## src/rtl/tkr_pkg.sv

```systemverilog
// shared constants, types and control structs for the timed keyframe release block
`default_nettype none

package tkr_pkg;

  // default table depth and per-tick release limit
  localparam int unsigned TKR_MAX_FRAMES  = 64;
  localparam int unsigned TKR_MAX_RESULTS = 64;
  localparam int unsigned TKR_RES_W       = $clog2(TKR_MAX_RESULTS);
  localparam int unsigned TKR_DATA_W      = 32;

  // item operation codes
  typedef enum logic {
    OP_ADD  = 1'b0,
    OP_TICK = 1'b1
  } op_e;

  // controller states
  typedef enum logic [2:0] {
    ST_IDLE,
    ST_INS_RD,
    ST_INS_CMP,
    ST_CHECK,
    ST_EMIT
  } state_e;

  // table read address selection
  typedef enum logic [1:0] {
    RD_POS,
    RD_NEXT,
    RD_INS
  } rd_sel_e;

  // commands from controller to datapath
  typedef struct packed {
    logic    load;
    rd_sel_e rd_sel;
    logic    wr_en;
    logic    wr_new;
    logic    k_dec;
    logic    ins_done;
    logic    set_first;
    logic    pos_inc;
    logic    n_inc;
    logic    emit;
  } cmd_t;

  // status from datapath to controller
  typedef struct packed {
    logic empty;
    logic full;
    logic at_last;
    logic first;
    logic k_zero;
    logic ins_gt;
    logic due;
    logic more;
  } sts_t;

endpackage

`default_nettype wire

```

## src/rtl/tkr_ctrl.sv

```systemverilog
// controller state machine sequencing inserts and frame releases
`default_nettype none

module tkr_ctrl import tkr_pkg::*; (
  input  wire logic clk_i,
  input  wire logic rst_ni,
  input  wire logic start,
  input  wire logic operation_i,
  input  wire sts_t sts_i,
  output cmd_t      cmd_o,
  output logic      busy
);

  state_e state_q, state_d;
  logic   is_tick;

  assign is_tick = (operation_i == 1'(OP_TICK));
  assign busy    = (state_q != ST_IDLE);

  // state register
  always_ff @(posedge clk_i or negedge rst_ni) begin
    if (!rst_ni) begin
      state_q <= ST_IDLE;
    end else begin
      state_q <= state_d;
    end
  end

  // next state
  always_comb begin
    state_d = state_q;
    unique case (state_q)
      ST_IDLE: begin
        if (start) begin
          if (!is_tick) begin
            if (!sts_i.full) state_d = ST_INS_RD;
          end else if (!sts_i.empty && !sts_i.at_last) begin
            state_d = sts_i.first ? ST_CHECK : ST_EMIT;
          end
        end
      end
      ST_INS_RD: begin
        state_d = sts_i.k_zero ? ST_IDLE : ST_INS_CMP;
      end
      ST_INS_CMP: begin
        state_d = sts_i.ins_gt ? ST_INS_RD : ST_IDLE;
      end
      ST_CHECK: begin
        state_d = sts_i.due ? ST_EMIT : ST_IDLE;
      end
      ST_EMIT: begin
        state_d = sts_i.more ? ST_EMIT : ST_IDLE;
      end
      default: state_d = ST_IDLE;
    endcase
  end

  // command outputs
  always_comb begin
    cmd_o = '0;
    cmd_o.rd_sel = RD_POS;
    unique case (state_q)
      ST_IDLE: begin
        if (start) begin
          cmd_o.load = 1'b1;
          if (is_tick && !sts_i.empty && !sts_i.at_last && !sts_i.first) begin
            cmd_o.set_first = 1'b1;
          end
        end
      end
      ST_INS_RD: begin
        if (sts_i.k_zero) begin
          cmd_o.wr_en    = 1'b1;
          cmd_o.wr_new   = 1'b1;
          cmd_o.ins_done = 1'b1;
        end else begin
          cmd_o.rd_sel = RD_INS;
        end
      end
      ST_INS_CMP: begin
        cmd_o.wr_en = 1'b1;
        if (sts_i.ins_gt) begin
          cmd_o.k_dec = 1'b1;
        end else begin
          cmd_o.wr_new   = 1'b1;
          cmd_o.ins_done = 1'b1;
        end
      end
      ST_CHECK: begin
        if (sts_i.due) begin
          cmd_o.pos_inc = 1'b1;
          cmd_o.rd_sel  = RD_NEXT;
        end
      end
      ST_EMIT: begin
        cmd_o.emit = 1'b1;
        if (sts_i.more) begin
          cmd_o.pos_inc = 1'b1;
          cmd_o.n_inc   = 1'b1;
          cmd_o.rd_sel  = RD_NEXT;
        end
      end
      default: cmd_o = '0;
    endcase
  end

endmodule

`default_nettype wire

```

## config.mk

```make
export PLATFORM = sky130hd
export DESIGN_NAME = tkr_ctrl
export DESIGN_NICKNAME = d
export VERILOG_FILES = /design/src/rtl/tkr_pkg.sv /design/src/rtl/tkr_ctrl.sv
export SDC_FILE = /design/constraint.sdc
export NUM_CORES = 1
export LEC_CHECK = 0
export ABC_AREA = 0
export BUFFER_PORTS_ARGS = -buffer_cell sky130_fd_sc_hd__buf_2
export CAP_MARGIN = 20
export CORE_AREA = 2 2 39 41
export CTS_BUF_LIST = sky130_fd_sc_hd__clkbuf_16
export CTS_CLUSTER_DIAMETER = 200
export DETAILED_ROUTE_END_ITERATION = 8
export DIE_AREA = 0 0 41 43
export GPL_ROUTABILITY_DRIVEN = 0
export SYNTH_ARGS = -nofsm -noshare
export SYNTH_HDL_FRONTEND = slang
export SYNTH_SLANG_ARGS = --single-unit
```

## constraint.sdc

```tcl
create_clock -name clk_i -period 1.15 [get_ports clk_i]
set_input_delay 0.0575 -clock clk_i [delete_from_list [all_inputs] [get_ports clk_i]]
set_output_delay 0.0575 -clock clk_i [all_outputs]
set_load 0.02 [all_outputs]
```

==> reports/qor.yml <==
status: "finished with violations"
violations: "negative setup slack"
fp.dieH_microns: 43
start_util_pct: 21.97
rsz0062_at_grt: "true"
tightestPinTransition_ns: 0.3813
reg_top3: "state_q: 3 flops"
final_core_util_pct: 52.80
drv_slew: 0
cp_data_required_time_ns: 1.09
synth_xor_area_share_pct: 0
rows: 14
post-route-period-util_pct: 120.8
core_area_sq_mm: 0.001384
layout_common_cells: "buf_2, buf_6, buf_4"
cts.sinks: 3
drive_gt1_share_pct: 73.61
synth_top_family_by_area: "simple AND/OR/NAND/NOR gates"
initialDrtViolationCount: 1
slew_headroom_pct: 74.52
largest_register: "state_q"
fin_skew_ns: 0.003989
ys_seq_area_share_pct: 24.69
hold_class: "input pin to asynchronous set/reset pin"
critPathKind: "flip-flop to primary output"
largest_register_ffs: 3
firstDrtPassIters: 2
place_area_sq_um: 484.2
finalNonFillerCells: 88
antenna_found_initial: 0
track_usage_pct: 14.46
place_hpwl_microns: 688.2
p_leak_nw: 0.3765
setup_viol: 15
numCtsBuffers: 3
crit_path_end_kind: "primary output"
die_w_microns: 41
nNetsFinal: 85
drc: 0
crit_arrival_ns: 1.33
via_per_inst: 4.614
seqCellArea_sq_um: 78.83
clk_pin_slew_ns: 0.03
syn_area_per_cell_sq_um: 8.942
place_inst: 77
syn_area_sq_um: 304.0
yosys.area_share.adder_pct: 0
clkLatencyLatePin_ns: 0.23
reg2regPathDepth: 4
routed_wl_microns: 1073
vias: 406
finalSetupTns_ns: -2.527
fin_ws_ns: -0.2392
cts.path.max_buffers: 2
synth_nets: 46
yosysWarnings: 0
port_buffers: 23
n_antenna_cell: 0
cp-start-kind: "flip-flop"
postLayoutCellArea_sq_um: 730.7
cp_max_fo: 5
htreeDepth: 1
hold_violations: 0
ant_nets: 0
r2r-start: "state_q[1]"
grt_pass1_wl_microns: 1642
reg2reg_to: "state_q[1]"
period_needed_ns: 1.389
powerDensity_mw_per_mm2: 1459
synthMuxAreaShare_pct: 0
cts_tree: "done"
areaGrowthSynthToFinish_pct: 140.3
io_pins: 24
synth_compound_area_share_pct: 23.05
drv_cap: 0
r2r_slack_ns: -0.13
ir_drop_mv: 0.9830
synth_simple_gate_area_share_pct: 41.98
synth-seq-cells: 3
fillers: 132
wl_per_cell_microns: 12.19
die-area_sq_mm: 0.001763
grt_start_max_net_pins: 7
max_freq_ghz: 0.7198
multi_input_area_sq_um: 249.0
cts_root_buf: "clkbuf_16"
synthDistinctLibCells: 23
first_global_vias: 388
syn_inst: 34
overflow: 0
cell usage after synthesis:
cell	number	share of area [%]
and2_1	3	6.2
dfrtp_1	3	25
nor2_1	3	3.7
nor3_1	3	4.9
a41o_1	2	6.6
nand2b_1	2	4.1
nor3b_1	2	4.9
a21o_1	1	2.5
a21oi_1	1	1.6
a22oi_1	1	2.5
a41oi_1	1	2.9
and4bb_4	1	5.4
buf_2	1	1.6
buf_4	1	2.5
buf_6	1	3.7
inv_1	1	1.2
inv_2	1	1.2
nand3b_1	1	2.5
nor2b_1	1	2.1
nor3_2	1	3.3
nor4b_2	1	4.9
o21ai_1	1	1.6
o41ai_2	1	5.4
cell families after synthesis:
| group | Yosys count |
|---|---|
| buffers and inverters | 5 |
| AOI/OAI and AO/OA | 8 |
| and+or+nand+nor | 18 |
| DFF | 3 |
area by class of cell:
cell class              instances  area share (%)
repair buffers                 37           40.58
multi-input cells              26           34.08
flip-flops and latches          3           10.79
clock buffers                   3           10.27
well taps                      16           2.740
inverters                       2           1.027
clock inverters                 1          0.5137
critical path, cell delays in order (launching register included):
cell and delay, ns:
dfrtp_2 0.44, and4bb_4 0.37, a41o_1 0.16, buf_6 0.13
worst max-delay path by stage:
stage / from / endpoint / cells past startpoint
finish: state_q[1] / cmd_o[2] / 3
global route: state_q[1] / cmd_o[6] / 5
CTS: state_q[1] / cmd_o[3] / 4
detailed placement: state_q[0] / state_q[2] / 3
global placement: state_q[0] / state_q[2] / 3
floorplan: state_q[0] / cmd_o[5] / 3
metrics by stage:
stage | hold WS, ns | power (mW) | setup slack (ns)
after CTS | 0.1594 | 1.047 | -0.2204
after detailed placement | -0.1454 | 0.4030 | -0.03619
final | 0.1616 | 1.066 | -0.2392
after global placement | -0.1471 | 0.4024 | -0.04167
after global routing | 0.1799 | 1.117 | -0.2915
after floorplan | -0.2381 | 0.3055 | -0.1295
per-layer routing:
metal	wire length, microns	vias up	GRT usage, %
met3	80	2	3.665
met5	0	-	0
met2	564	18	22.19
met4	20	0	10.00
li1	-	201	-
met1	408	185	16.40
power by group:
part,internal [mW],switching (mW),leakage [nW]
clock network,0.449,0.103,0.0423
logic,0.211,0.164,0.298
registers,0.118,0.0212,0.0362
timing repair:
action	CTS	global route
gates resized for setup	25	6
hold buffers	1	0
setup endpoints to repair	15	15
setup buffers	4	2
pin swaps	6	5
endpoints found under the hold margin	3	0
Note: power is estimated with default switching activity, not from simulation.
